**src/crpf_pkg.sv**
```systemverilog
`timescale 1ns / 1ps
// Shared types and constants for the class repeat pair finder.
// No dependencies; imported by every module of the block but crpf_ram.
package crpf_pkg;

    // Fixed field widths of the stream payloads
    localparam int CLS_W       = 12;
    localparam int IN_VID_W    = 32;
    localparam int OUT_VID_W   = 32;
    localparam int S_TDATA_W   = 48;   // 45 payload bits, padded to bytes
    localparam int M_TDATA_W   = 72;   // 66 payload bits, padded to bytes

    // Default sizing of the class table and stored fields
    localparam int CLASS_COUNT_DEF    = 4096;
    localparam int VERTEX_ID_BITS_DEF = 32;
    localparam int POSITION_BITS_DEF  = 32;

    // Output queue
    localparam int FIFO_DEPTH = 4;
    localparam int FIFO_PTR_W = 2;
    localparam int FIFO_LVL_W = 3;

    typedef struct packed {
        logic                 end_orientation;
        logic [OUT_VID_W-1:0] end_vertex;
        logic                 start_orientation;
        logic [OUT_VID_W-1:0] start_vertex;
    } pair_t;

    // Queue occupancy as seen by the input side
    typedef struct packed {
        logic [FIFO_LVL_W-1:0] level;
        logic                  empty;
    } fifo_status_t;

endpackage

```
**src/crpf_out_fifo.sv**
```systemverilog
`timescale 1ns / 1ps
// Small result queue between the pair stage and the master port.
// Depends on crpf_pkg.
module crpf_out_fifo (
    input  logic                  aclk,
    input  logic                  aresetn,
    input  logic                  push,
    input  crpf_pkg::pair_t       push_data,
    input  logic                  pop,
    output crpf_pkg::pair_t       head,
    output crpf_pkg::fifo_status_t status
);
    import crpf_pkg::*;

    pair_t                 slot_reg [FIFO_DEPTH];
    logic [FIFO_PTR_W-1:0] wr_ptr_reg, wr_ptr_next;
    logic [FIFO_PTR_W-1:0] rd_ptr_reg, rd_ptr_next;
    logic [FIFO_LVL_W-1:0] level_reg, level_next;
    logic                  do_pop;

    assign do_pop = pop && (level_reg != '0);

    always_comb begin
        wr_ptr_next = push   ? wr_ptr_reg + 1'b1 : wr_ptr_reg;
        rd_ptr_next = do_pop ? rd_ptr_reg + 1'b1 : rd_ptr_reg;
        level_next  = level_reg;
        if (push && !do_pop) begin
            level_next = level_reg + 1'b1;
        end else if (!push && do_pop) begin
            level_next = level_reg - 1'b1;
        end
    end

    always_ff @(posedge aclk) begin
        if (!aresetn) begin
            wr_ptr_reg <= '0;
            rd_ptr_reg <= '0;
            level_reg  <= '0;
        end else begin
            wr_ptr_reg <= wr_ptr_next;
            rd_ptr_reg <= rd_ptr_next;
            level_reg  <= level_next;
        end
    end

    always_ff @(posedge aclk) begin
        if (push) begin
            slot_reg[wr_ptr_reg] <= push_data;
        end
    end

    assign head         = slot_reg[rd_ptr_reg];
    assign status.level = level_reg;
    assign status.empty = (level_reg == '0);

endmodule

```
**config.mk**
```make
export PLATFORM = sky130hd
export DESIGN_NAME = crpf_out_fifo
export DESIGN_NICKNAME = d
export VERILOG_FILES = /design/src/crpf_pkg.sv /design/src/crpf_out_fifo.sv
export SDC_FILE = /design/constraint.sdc
export NUM_CORES = 1
export LEC_CHECK = 0
export BUFFER_PORTS_ARGS = -buffer_cell sky130_fd_sc_hd__buf_2
export CORE_MARGIN = 8
export CORE_UTILIZATION = 57
export CTS_BUF_LIST = sky130_fd_sc_hd__clkbuf_8 sky130_fd_sc_hd__clkbuf_16
export DETAILED_ROUTE_END_ITERATION = 16
export PLACE_DENSITY = 0.79
export SYNTH_ARGS = -nofsm -noshare
export SYNTH_HDL_FRONTEND = slang
export SYNTH_SLANG_ARGS = --single-unit
```
**constraint.sdc**
```tcl
create_clock -name aclk -period 3.05 [get_ports aclk]
set_clock_uncertainty 0.05 [all_clocks]
set_input_delay 0.61 -clock aclk [delete_from_list [all_inputs] [get_ports aclk]]
set_output_delay 0.61 -clock aclk [all_outputs]
set_load 0.03 [all_outputs]
```
==> reports/metrics.cfg <==
[status]
outcome = complete, no violations

[floorplanning]
core_area_um2 = 17180
rows = 48
die_h_um = 148.3
fp.dieW_um = 148.3
io_pins = 140
dieArea_um2 = 21980
initial_utilization_pct = 58.04

[sta]
finalSetupViolations = 0
fin_setup_tns_ns = 0
final_hold_viol_count = 0
worst_slew_pin_slew_ns = 0.5216
period_needed_ns = 2.745
whs_ns = 0.2503
finalCritPeriodShare_pct = 90.01
maxSlewHeadroom_pct = 65.23
clock.fmax_mhz = 364.3
final-max-slew-violation-count = 0
rsz0062_at_grt = false

[power]
sw_frac_of_total_pct = 28.74
power_density_nw_per_um2 = 863.7
power_frac_clock_pct = 31.6
p_leak_nw = 4.040
internal_power_mw = 7.322
power_switching_mw = 2.954
peakVddDrop_uv = 655.8
p_comb_share_pct = 25.1
p_seq_share_pct = 43.3

[critical_path]
worstRegToRegCells = 7
path_class = register to output pin
path_cells = buf_12 > mux4_2 > buf_2
crit_path_end_kind = output pin
start_kind = register
crit_slowest_cell = dfxtp_4
cp.buffers_inverters = 2
crit_family = flip-flops
max_stage_delay_ns = 0.65
r2r-start = level_reg[1]
worstPathArrival_ns = 2.09
cp_max_fo = 36
crit_required_ns = 2.39
cp.depth = 3

[route]
dr.pass1.iters = 4
drt_iter0_drc = 323
wire_per_inst_um = 23.50
avgViaCountPerCell = 5.641
finalWirelength_mm = 18.63
final_antenna_net_count = 0
vias = 4473
drc_errors = 0

[clocking]
postCtsHoldBufs = 0
cts.repair.resized = 0
cts.path.max_buffers = 3
cts_tree = yes
clock_latency_ns = 0.52
post_cts_buffers = 0
cts_buffers = 26
clk_pin_slew_ns = 0.06
htreeDepth = 1
clock_sinks = 273
clockRootBuffer = clkbuf_16

[global_routing]
grt_pass1_wl_mm = 28.52
grt_max_degree = 37
grt_util_all_layers_pct = 16.96
antenna_found_initial = 3
grt_pass1_vias = 4991
grt_overflow = 0

[cells_and_area]
final_layout_size_suffix_gt1_share_pct = 46.11
fillers = 1083
area_growth_pct = 19.33
final_nets = 623
post-route-util_pct = 69.26
largest_reg_flops = 264

[synthesis]
ys_ff_latch = 273
seq_area_frac_synth_pct = 81.33
ys_warn_count = 0
synth_ff_type = edfxtp_1
async_flop_share_pct = 0
yosysTopAreaCell = edfxtp_1
synthCells = 386
synth_common_cells = 264 x edfxtp_1, 66 x mux4_2, 9 x and2_1, 9 x dfxtp_1
syn-num-nets = 462
synth_cell_types = 21
synth_area_per_cell_um2 = 25.83
synth_most_common_cell = edfxtp_1
ys_top_cells_by_area = edfxtp_1 80%, mux4_2 15%, dfxtp_1 1.8%
synth.top_cell.area_share_pct = 79.52
synth_edf_count = 264
netlist_area_um2 = 9970

[placed_design]
globalplace.congestion = 0.6969
port_buffers = 139
dp_hpwl_mm = 11.54

[min_path]
whs_path_depth = 1
min_from = push_data[5]
holdCritPathClass = input port to register

[flow_run]
cap_violations = 0

==> path summary, 6_finish.rpt <==
| kind | end | slack [ns] |
|---|---|---|
| worst min-delay path | slot_reg[1][5] | 0.25 |
| worst max-delay path | head[27] | 0.30 |
| worst max register to register | level_reg[2] | 0.89 |
| worst min register to register | level_reg[2] | 0.51 |
==> power groups by stage <==
stage	clock network [mW]	logic [mW]	registers, mW
detailed placement	0	2.62	4.53
global placement	0	2.59	4.51
finish	3.25	2.58	4.45
global route	3.43	2.75	4.47
CTS	3.31	2.64	4.45
floorplan	0	1.95	4.50
==> worst register-to-register path, cell delays in order (launching register included) <==
cell,delay (ns)
dfxtp_1,0.37
o31ai_2,0.35
ha_1,0.25
inv_1,0.06
fa_1,0.37
xor2_1,0.18
or3_1,0.30
a21boi_0,0.15
==> final cells by class <==
| type | count | area [um^2] | area share [%] |
|---|---|---|---|
| Sequential cell | 273 | 8115 | 68.22 |
| Multi-Input combinational cell | 96 | 1757 | 14.77 |
| Timing Repair Buffer | 147 | 843.3 | 7.089 |
| Clock buffer | 28 | 689.4 | 5.795 |
| Tap cell | 225 | 281.5 | 2.366 |
| Clock inverter | 19 | 193.9 | 1.630 |
| Inverter | 3 | 11.26 | 0.09466 |
| Antenna cell | 2 | 5.005 | 0.04207 |
==> cells by family (layout without fill, tap and decap cells) <==
logic type | after synthesis | count (layout) | synth area share [%]
DFF | 273 | 273 | 81.33
muxes | 68 | 68 | 15.11
buffers and inverters | 17 | 197 | 1.155
and+or+nand+nor | 13 | 13 | 0.8031
adders and majority gates | 6 | 6 | 0.8283
xor gates and xnor gates | 5 | 5 | 0.4393
AOI/OAI and AO/OA | 4 | 4 | 0.3388
other | 0 | 2 | 0
==> per-layer routing <==
| metal | wire, um | vias up | GRT usage, % | share of wire [%] |
|---|---|---|---|---|
| met1 | 7447 | 2301 | 21.50 | 40 |
| met3 | 1329 | 27 | 4.801 | 7.1 |
| li1 | - | 1975 | - | - |
| met5 | 23 | - | 0 | 0.12 |
| met2 | 9483 | 166 | 28.54 | 51 |
| met4 | 351 | 4 | 4.182 | 1.9 |
==> cells in the final DEF (no fill, tap or decap), types with 3 or more instances in the layout <==
| cell | instances |
|---|---|
| and2_1 | 5 |
| clkinv_1 | 4 |
| ha_1 | 5 |
| clkbuf_16 | 27 |
| dfxtp_1 | 7 |
| and2_4 | 4 |
| edfxtp_1 | 264 |
| xnor2_1 | 3 |
| mux4_2 | 66 |
| inv_1 | 5 |
| buf_12 | 7 |
| bufinv_16 | 4 |
| clkinv_2 | 8 |
| buf_2 | 139 |
==> per-stage QoR <==
step | total power [mW] | cell area [um^2] | std cells | setup WS [ns]
global route | 10.65 | 11890 | 792 | 0.2264
finish | 10.28 | 11900 | 793 | 0.3046
detailed placement | 7.143 | 11010 | 744 | 0.7659
global placement | 7.093 | 11010 | 744 | 0.8288
CTS | 10.40 | 11890 | 791 | 0.2686
floorplan | 6.448 | 9970 | 386 | 0.4080
No activity file was read; power rests on OpenSTA's default activity.
