## src/crpf_ram.sv

```systemverilog
`timescale 1ns / 1ps
// Generic simple dual-port RAM: one write port, one read port, registered read.
// Depends on nothing.
module crpf_ram #(
    parameter int WIDTH = 8,
    parameter int DEPTH = 16
) (
    input  logic                     aclk,
    input  logic                     we,
    input  logic [$clog2(DEPTH)-1:0] waddr,
    input  logic [WIDTH-1:0]         wdata,
    input  logic [$clog2(DEPTH)-1:0] raddr,
    output logic [WIDTH-1:0]         rdata
);

    logic [WIDTH-1:0] mem [DEPTH];

    always_ff @(posedge aclk) begin
        if (we) begin
            mem[waddr] <= wdata;
        end
        rdata <= mem[raddr];
    end

endmodule

```

## config.mk

```make
export PLATFORM = sky130hd
export DESIGN_NAME = crpf_ram
export DESIGN_NICKNAME = d
export VERILOG_FILES = /design/src/crpf_ram.sv
export SDC_FILE = /design/constraint.sdc
export NUM_CORES = 1
export LEC_CHECK = 0
export ABC_AREA = 1
export ABC_CLOCK_PERIOD_IN_PS = 3350
export BUFFER_PORTS_ARGS = -buffer_cell sky130_fd_sc_hd__buf_4
export CAP_MARGIN = 20
export CORE_ASPECT_RATIO = 0.5
export CORE_MARGIN = 2
export CORE_UTILIZATION = 60
export CTS_CLUSTER_DIAMETER = 200
export DETAILED_ROUTE_END_ITERATION = 10
export PLACE_DENSITY = 0.83
export SETUP_SLACK_MARGIN = 0.3
export SLEW_MARGIN = 10
export SYNTH_ARGS = -nofsm -noshare
export SYNTH_HDL_FRONTEND = slang
export SYNTH_SLANG_ARGS = --single-unit
```

## constraint.sdc

```tcl
create_clock -name aclk -period 3.35 [get_ports aclk]
set_input_delay 0.5025 -clock aclk [delete_from_list [all_inputs] [get_ports aclk]]
set_output_delay 0.5025 -clock aclk [all_outputs]
set_load 0.1 [all_outputs]
```

==> impl_metrics.tcl, run 1 <==
set metrics [dict create \
    wl_per_cell_um 18.56 \
    boundaryPins 26 \
    path_cells "buf_4" \
    timing.hold.ws_ns 0.4181 \
    rsz0062_at_grt "no" \
    hpwl_um 7621 \
    numPortBuffers 25 \
    gp_routability_congestion 0.8924 \
    grt_max_degree 65 \
    fin_nets 591 \
    synthTopCellsByArea "edfxtp_1 67%, nand2_1 11%, nand3_1 8.4%, inv_1 6.5%, dfxtp_1 2.8%" \
    critPathBufInv 1 \
    critical_path.slowest_cell "dfxtp_1" \
    setup_viol 0 \
    rrSetupSlack_ns 2.23 \
    postCtsSetupBuffers 0 \
    required_ns 2.85 \
    path_delay_family "flip-flops" \
    status "finished, final reports clean" \
    peakVddDrop_v 0.0004809 \
    slew_violations 0 \
    initial_core_util_pct 61.45 \
    arrival_ns 1.12 \
    vias 3979 \
    wl_met2_um 6153 \
    max_stage_delay_ns 0.38 \
    synth_nets 569 \
    postCtsHoldBufs 0 \
    diodes 0 \
    wirelength_um 13120 \
    finalNonFillerCells 707 \
    syn_inst 551 \
    drc_errors 0 \
    clock_skew_ns 0.004580 \
    cp-start-kind "flip-flop" \
    max_cap_violations 0 \
    drive_gt1_share_pct 8.874 \
    met3_length_um 1391 \
    drt_iter0_drc 561 \
    cts_buffer_depth 2 \
    dieArea_um2 10460 \
    htree_levels 4 \
    holdPathEnd "mem[0][5]" \
    design.core.area_um2 9384 \
    drt_pass1_iterations 5 \
    maxSlewHeadroom_pct 34.97 \
    ys_seq_area_share_pct 69.43 \
    fin_tns_setup_ns 0 \
    place_inst 674 \
    hold_viol_final 0 \
    numCtsBuffers 17 \
    critPathLaunch "rdata[3]" \
    synth_top_area_cell "edfxtp_1" \
    p_per_area_nw_per_um2 598.1 \
    ys_ff_latch 136 \
    min_path_type "input pin to flip-flop" \
    critPathCaptureType "primary output" \
    n_fill_cell 588 \
    grt-ovfl-total 0 \
    r2r_start "mem[9][4]" \
    routed.top_layer "met4" \
    die_h_um 73.33 \
    synth_area_um2 5767 \
    worstSkewPairLatency_ns 0.42 \
    min_path_cells 1 \
    reg2reg_to "rdata[4]" \
    rows 25 \
    clock-sinks 136 \
    critical_path_class "flip-flop to primary output" \
    root_buffer "clkbuf_16" \
    post-route-period-util_pct 48.54 \
    antenna_left 0 \
    fin_crit_ns 1.626 \
    leakage_nw 2.811 \
    ctsResizeCount 0 \
    clk_pin_slew_worst_paths_ns 0.05 \
    antenna_found_initial 0 \
    fmax_mhz 615.0 \
    grt_pass1_vias 3736 \
    hp-start "wdata[5]" \
    tightestPinTransition_ns 0.9718 \
    met1_length_um 5285 \
    die_w_um 142.6 \
    synth_cell_types 12 \
    yosysWarnings 0 \
    worstRegToRegCells 6 \
    vias_per_cell 5.628 \
    crit_fanout 1 \
    track_usage_pct 27.31 \
    cts_tree "yes" \
    syn_avg_cell_area_um2 10.47 \
    synth_top_cell_area_share_pct 66.65 \
    area_growth_pct 12.69 \
    grt_pass1_wl_um 20080 \
]
[metal layers]
layer | vias up | global-route usage, %
met5 | - | 0
met4 | 0 | 14.08
met3 | 31 | 7.627
met2 | 258 | 41.40
met1 | 1872 | 36.99
li1 | 1818 | -
[kinds of logic (layout without fill, tap and decap cells)]
family                 count (synthesis)  in the layout  synth area share (%)
buffers and inverters                126            161                 9.525
flip-flops                           136            136                 69.43
AND/OR/NAND/NOR                      289            289                 21.05
[per-stage QoR]
step,power [mW],utilization [%],instance area [µm²],setup WS [ns]
floorplan,2.162,-,5767,1.897
global placement,2.253,63.37,5947,1.237
detailed placement,2.261,63.37,5947,1.202
CTS,3.873,68.96,6471,1.613
global route,3.965,69.25,6499,1.692
finish,3.887,69.25,6499,1.724
[sequential cells by signal, indices dropped and copies added (netlist names)]
name   count
mem      128
rdata      8
[report_power, final]
| part | switching (mW) | leakage, nW | internal, mW |
|---|---|---|---|
| combinational | 0.245 | 1.33 | 0.0749 |
| clock | 0.636 | 0.258 | 1.01 |
| sequential | 0.0145 | 1.22 | 1.90 |
[layout by cell type (no fill, tap or decap)]
master / Yosys / routed
buf_4: 4 / 26
clkbuf_8: 0 / 4
clkbuf_1: 0 / 6
inv_2: 2 / 2
dfxtp_1: 8 / 8
buf_16: 0 / 1
edfxtp_1: 128 / 128
nand3_1: 97 / 97
clkbuf_16: 0 / 17
clkinv_1: 0 / 3
nand2_1: 173 / 173
inv_1: 100 / 100
nor2_1: 17 / 17
clkinv_2: 0 / 2
nand3b_1: 2 / 2
[worst max path at each step]
stage                 endpoint  slack [ns]  cells after the start
finish                rdata[3]        1.72                      1
global route          rdata[4]        1.69                      8
CTS                   rdata[4]        1.61                      7
detailed placement    rdata[4]        1.20                      7
global placement      rdata[4]        1.24                      7
floorplan           mem[10][0]        1.90                      2
[final cells by class]
type,instances,area [µm²],area share [%]
clock buffer,27,503.0,7.740
clock inverter,5,21.27,0.3273
inverter,102,382.9,5.891
multi-input combinational,289,1214,18.68
sequential,136,4004,61.61
tap,121,151.4,2.330
timing repair buffer,27,222.7,3.427
[cells in the mapped netlist]
cell type / number
dfxtp_1: 8
buf_2: 13
inv_2: 2
buf_4: 4
nand3_1: 97
nor2_1: 17
nand2_1: 173
buf_6: 6
nand3b_1: 2
inv_1: 100
edfxtp_1: 128
buf_1: 1
Power figures use the tool's default switching activity.
==> inputs of run 2 (changes only) <==
--- a/config.mk
+++ b/config.mk
@@ -6,7 +6,7 @@
 export NUM_CORES = 1
 export LEC_CHECK = 0
 export ABC_AREA = 1
-export ABC_CLOCK_PERIOD_IN_PS = 3350
+export ABC_CLOCK_PERIOD_IN_PS = 1520
 export BUFFER_PORTS_ARGS = -buffer_cell sky130_fd_sc_hd__buf_4
 export CAP_MARGIN = 20
 export CORE_ASPECT_RATIO = 0.5
==> constraint.sdc (replaced) <==
create_clock -name aclk -period 1.52 [get_ports aclk]
set_input_delay 0.228 -clock aclk [delete_from_list [all_inputs] [get_ports aclk]]
set_output_delay 0.228 -clock aclk [all_outputs]
set_load 0.1 [all_outputs]
==> impl_metrics.tcl, run 2 (same netlist as run 1, synthesis figures left out) <==
set metrics [dict create \
    critical_path.slowest_cell "dfxtp_1" \
    cts_buffer_depth 2 \
    timing.hold.ws_ns 0.1332 \
    reg.largest.list "mem x128, rdata x8" \
    status "finished, final reports clean" \
    arrival_ns 0.97 \
    finalPower_mw 8.854 \
    htree_levels 4 \
    fmax_mhz 834.2 \
    path_delay_family "flip-flops" \
    maxSlewHeadroom_pct 73.57 \
    numCtsBuffers 17 \
    clock-sinks 136 \
    hpwl_um 7370 \
    tightestPinTransition_ns 0.3964 \
    fin_nets 612 \
    grt_max_degree 65 \
    r2r_start "mem[7][1]" \
    postCtsSetupBuffers 0 \
    worstRegToRegCells 6 \
    critPathLaunch "rdata[0]" \
    crit_cells 1 \
    wl_per_cell_um 18.63 \
    drc_errors 0 \
    max_stage_delay_ns 0.34 \
    p_per_area_nw_per_um2 1301 \
    critical_path_class "flip-flop to primary output" \
    diodes 0 \
    design.core.area_um2 9384 \
    grt-ovfl-total 0 \
    area_growth_pct 17.99 \
    layout_common_cells "173 x nand2_1, 128 x edfxtp_1, 100 x inv_1" \
    antenna_left 0 \
    cp-start-kind "flip-flop" \
    peakVddDrop_v 0.0009222 \
    grt_pass1_vias 3891 \
    track_usage_pct 28.26 \
    crit_fanout 1 \
    wirelength_um 13560 \
    fin_tns_setup_ns 0 \
    required_ns 1.29 \
    largest_reg_flops 128 \
    dieArea_um2 10460 \
    n_fill_cell 556 \
    die_w_um 142.6 \
    drive_gt1_share_pct 13.18 \
    clock_skew_ns 0.007717 \
    setup_viol 0 \
    hp-start "wdata[7]" \
    antenna_found_initial 0 \
    clk_pin_slew_worst_paths_ns 0.06 \
    grt_pass1_wl_um 20840 \
    max_cap_violations 0 \
    postCtsHoldBufs 0 \
    numPortBuffers 25 \
    fin_crit_ns 1.199 \
    root_buffer "clkbuf_16" \
    initial_core_util_pct 61.45 \
    path_cells "buf_8" \
    vias 4045 \
    drt_pass1_iterations 5 \
    rows 25 \
    slew_violations 0 \
    post-route-period-util_pct 78.86 \
    layout_commonest_cell "nand2_1" \
    drt_iter0_drc 578 \
    rsz0062_at_grt "no" \
    regMostFlops "mem" \
    vias_per_cell 5.556 \
    cts_tree "yes" \
    leakage_nw 2.967 \
    min_path_cells 1 \
    critPathBufInv 1 \
    boundaryPins 26 \
    worstSkewPairLatency_ns 0.42 \
    gp_routability_congestion 0.8116 \
    critPathCaptureType "primary output" \
    min_path_type "input pin to flip-flop" \
    hold_viol_final 0 \
    die_h_um 73.33 \
]
## run 2: changes by cell type in the layout (fill, tap and decap cells not counted), moves of 2 or more
cell | before | now
buf_12 | 0 | 10
clkinvlp_4 | 0 | 2
dfxtp_1 | 8 | 2
bufinv_16 | 0 | 2
clkbuf_1 | 6 | 3
dfxtp_2 | 0 | 5
clkinv_1 | 3 | 5
clkbuf_8 | 4 | 0
buf_4 | 26 | 36
## run 2: final timing paths
check / end / slack [ns]
max reg2reg: rdata[1] / 0.43
max: rdata[0] / 0.32
min: mem[7][7] / 0.13
min reg2reg: rdata[2] / 0.68
## run 2: repair_timing
item / 4_1_cts / 5_1_grt
setup endpoints to repair: 8 / 5
gates resized for setup: 19 / 9
endpoints found under the hold margin: 0 / 0
## run 2: final cells by class
cell class | instances | area, µm² | share of cell area (%)
Inverter | 102 | 382.9 | 5.627
Multi-Input combinational cell | 289 | 1214 | 17.84
Clock inverter | 12 | 108.9 | 1.600
Tap cell | 121 | 151.4 | 2.225
Sequential cell | 136 | 4014 | 58.99
Clock buffer | 20 | 436.7 | 6.418
Timing Repair Buffer | 48 | 496.7 | 7.300
## run 2: metrics by stage
stage | instance area, µm² | worst slack (ns) | utilization [%] | instances
2_1_floorplan | 5767 | 0.3412 | - | 551
3_3_place_gp | 6162 | 0.2710 | 65.67 | 696
3_5_place_dp | 6162 | 0.2322 | 65.67 | 696
4_1_cts | 6777 | 0.3010 | 72.21 | 728
5_1_grt | 6804 | 0.3028 | 72.51 | 728
6_report | 6804 | 0.3213 | 72.51 | 728
## run 2: where the power goes
group          leakage [nW]  internal, mW  switching [mW]
registers              1.22          4.20          0.0414
clock network         0.261          2.37            1.46
logic                  1.48         0.243           0.544
## run 2: metal layers
layer | GRT usage (%) | share of wire (%)
met1 | 36.89 | 38
met2 | 46.05 | 49
met3 | 8.018 | 11
met4 | 11.22 | 2.4
met5 | 0 | 0
==> inputs of run 3 (changes only) <==
--- a/config.mk
+++ b/config.mk
@@ -6,15 +6,15 @@
 export NUM_CORES = 1
 export LEC_CHECK = 0
 export ABC_AREA = 1
-export ABC_CLOCK_PERIOD_IN_PS = 1520
+export ABC_CLOCK_PERIOD_IN_PS = 1000
 export BUFFER_PORTS_ARGS = -buffer_cell sky130_fd_sc_hd__buf_4
 export CAP_MARGIN = 20
 export CORE_ASPECT_RATIO = 0.5
 export CORE_MARGIN = 2
-export CORE_UTILIZATION = 60
+export CORE_UTILIZATION = 55
 export CTS_CLUSTER_DIAMETER = 200
 export DETAILED_ROUTE_END_ITERATION = 10
-export PLACE_DENSITY = 0.83
+export PLACE_DENSITY = 0.8
 export SETUP_SLACK_MARGIN = 0.3
 export SLEW_MARGIN = 10
 export SYNTH_ARGS = -nofsm -noshare
==> constraint.sdc (replaced) <==
create_clock -name aclk -period 1 [get_ports aclk]
set_input_delay 0.15 -clock aclk [delete_from_list [all_inputs] [get_ports aclk]]
set_output_delay 0.15 -clock aclk [all_outputs]
set_load 0.1 [all_outputs]
==> impl_metrics.tcl, run 3 (same netlist as run 1, synthesis figures left out) <==
set metrics [dict create \
    area_growth_pct 33.26 \
    path_delay_family "flip-flops" \
    peakVddDrop_v 0.001332 \
    arrival_ns 0.97 \
    reg.largest.list "mem x128, rdata x8" \
    leakage_nw 3.215 \
    clock-sinks 136 \
    status "finished, violations left" \
    postCtsHoldBufs 0 \
    worstSkewPairLatency_ns 0.43 \
    post-route-period-util_pct 112.5 \
    antenna_found_initial 0 \
    clk_pin_slew_worst_paths_ns 0.07 \
    reg2reg_to "rdata[5]" \
    grt_max_degree 34 \
    finalPower_mw 15.27 \
    dp_slack_ns -0.2217 \
    fin_nets 618 \
    boundaryPins 26 \
    wl_per_cell_um 23.57 \
    timing.hold.ws_ns 0.1068 \
    met3_length_um 2483 \
    max_cap_violations 0 \
    violations "negative setup slack" \
    hold_viol_final 0 \
    required_ns 0.85 \
    dieArea_um2 11370 \
    worstRegToRegCells 6 \
    min_path_type "input pin to flip-flop" \
    fin_tns_setup_ns -1.100 \
    rrSetupSlack_ns -0.07 \
    critical_path.slowest_cell "dfxtp_4" \
    wl_met2_um 8122 \
    grt-ovfl-total 0 \
    critPathBufInv 1 \
    r2r_start "mem[2][5]" \
    largest_reg_flops 128 \
    fmax_mhz 889.0 \
    met1_length_um 6173 \
    root_buffer "clkbuf_16" \
    numCtsBuffers 17 \
    wirelength_um 17750 \
    crit_fanout 1 \
    tightestPinTransition_ns 0.4785 \
    setup_ws_ns -0.1249 \
    setup_viol 15 \
    layout_commonest_cell "nand2_1" \
    diodes 0 \
    critical_path_class "flip-flop to primary output" \
    initial_core_util_pct 56.46 \
    drt_pass1_iterations 7 \
    clock_skew_ns 0.01251 \
    drc_errors 0 \
    track_usage_pct 30.37 \
    antenna_left 0 \
    critPathCaptureType "primary output" \
    holdPathEnd "mem[3][5]" \
    numPortBuffers 25 \
    slew_violations 0 \
    stdcell_area_um2 7685 \
    vias 4537 \
    design.core.area_um2 10210 \
    routed.top_layer "met4" \
    fin_crit_ns 1.125 \
    vias_per_cell 6.025 \
    max_stage_delay_ns 0.37 \
    die_w_um 148.8 \
    die_h_um 76.41 \
    gp_routability_congestion 0.8682 \
    htree_levels 4 \
    rows 26 \
    rsz0062_at_grt "yes" \
    cts_tree "yes" \
    drive_gt1_share_pct 35.56 \
    regMostFlops "mem" \
    hpwl_um 8420 \
    p_per_area_nw_per_um2 1987 \
    grt_pass1_vias 4408 \
    min_path_cells 1 \
    grt_pass1_wl_um 25100 \
    path_cells "buf_12" \
    hp-start "wdata[5]" \
    drt_iter0_drc 886 \
    cts_buffer_depth 2 \
    layout_common_cells "137 x nand2_1, 128 x edfxtp_1, 89 x inv_1" \
    placed_area_um2 6426 \
    maxSlewHeadroom_pct 68.07 \
    cp-start-kind "flip-flop" \
]
==> run 3: worst max path at each step <==
stage / from / endpoint / depth (start not counted)
CTS: rdata[0] / rdata[0] / 1
floorplan: waddr[2] / mem[10][0] / 2
global placement: waddr[2] / mem[11][7] / 4
detailed placement: waddr[2] / mem[8][6] / 4
finish: rdata[5] / rdata[5] / 1
global route: mem[2][5] / rdata[5] / 6
==> run 3: layer usage <==
| layer | global-route usage, % | vias to the layer above |
|---|---|---|
| met1 | 38.34 | 2116 |
| li1 | - | 1882 |
| met3 | 8.743 | 86 |
| met4 | 15.24 | 0 |
| met2 | 48.47 | 453 |
| met5 | 0 | - |
==> run 3: report_power, final <==
group / leakage, nW / internal [mW] / total, mW / switching, mW
logic: 1.67 / 0.493 / 1.56 / 1.07
registers: 1.23 / 6.38 / 6.45 / 0.0752
clock network: 0.316 / 4.69 / 7.25 / 2.56
==> run 3: layout make-up <==
cell class	instances	area (µm²)
Sequential cell	136	4034
Fill cell	506	2530
Multi-Input combinational cell	289	1762
Timing Repair Buffer	54	640.6
Clock buffer	17	425.4
Inverter	102	397.9
Clock inverter	15	250.2
Tap cell	140	175.2
==> run 3: timing repair <==
| item | 4_1_cts | 5_1_grt |
|---|---|---|
| pin swaps | 36 | 26 |
| endpoints found under the setup margin | 120 | 96 |
| resized for setup | 74 | 59 |
| buffers inserted | 3 | 0 |
==> run 3: metrics by stage <==
| stage | util (%) | instances |
|---|---|---|
| after global routing | 75.23 | 753 |
| after CTS | 73.03 | 753 |
| after floorplan | - | 551 |
| after detailed placement | 62.91 | 718 |
| final | 75.23 | 753 |
| after global placement | 62.91 | 718 |
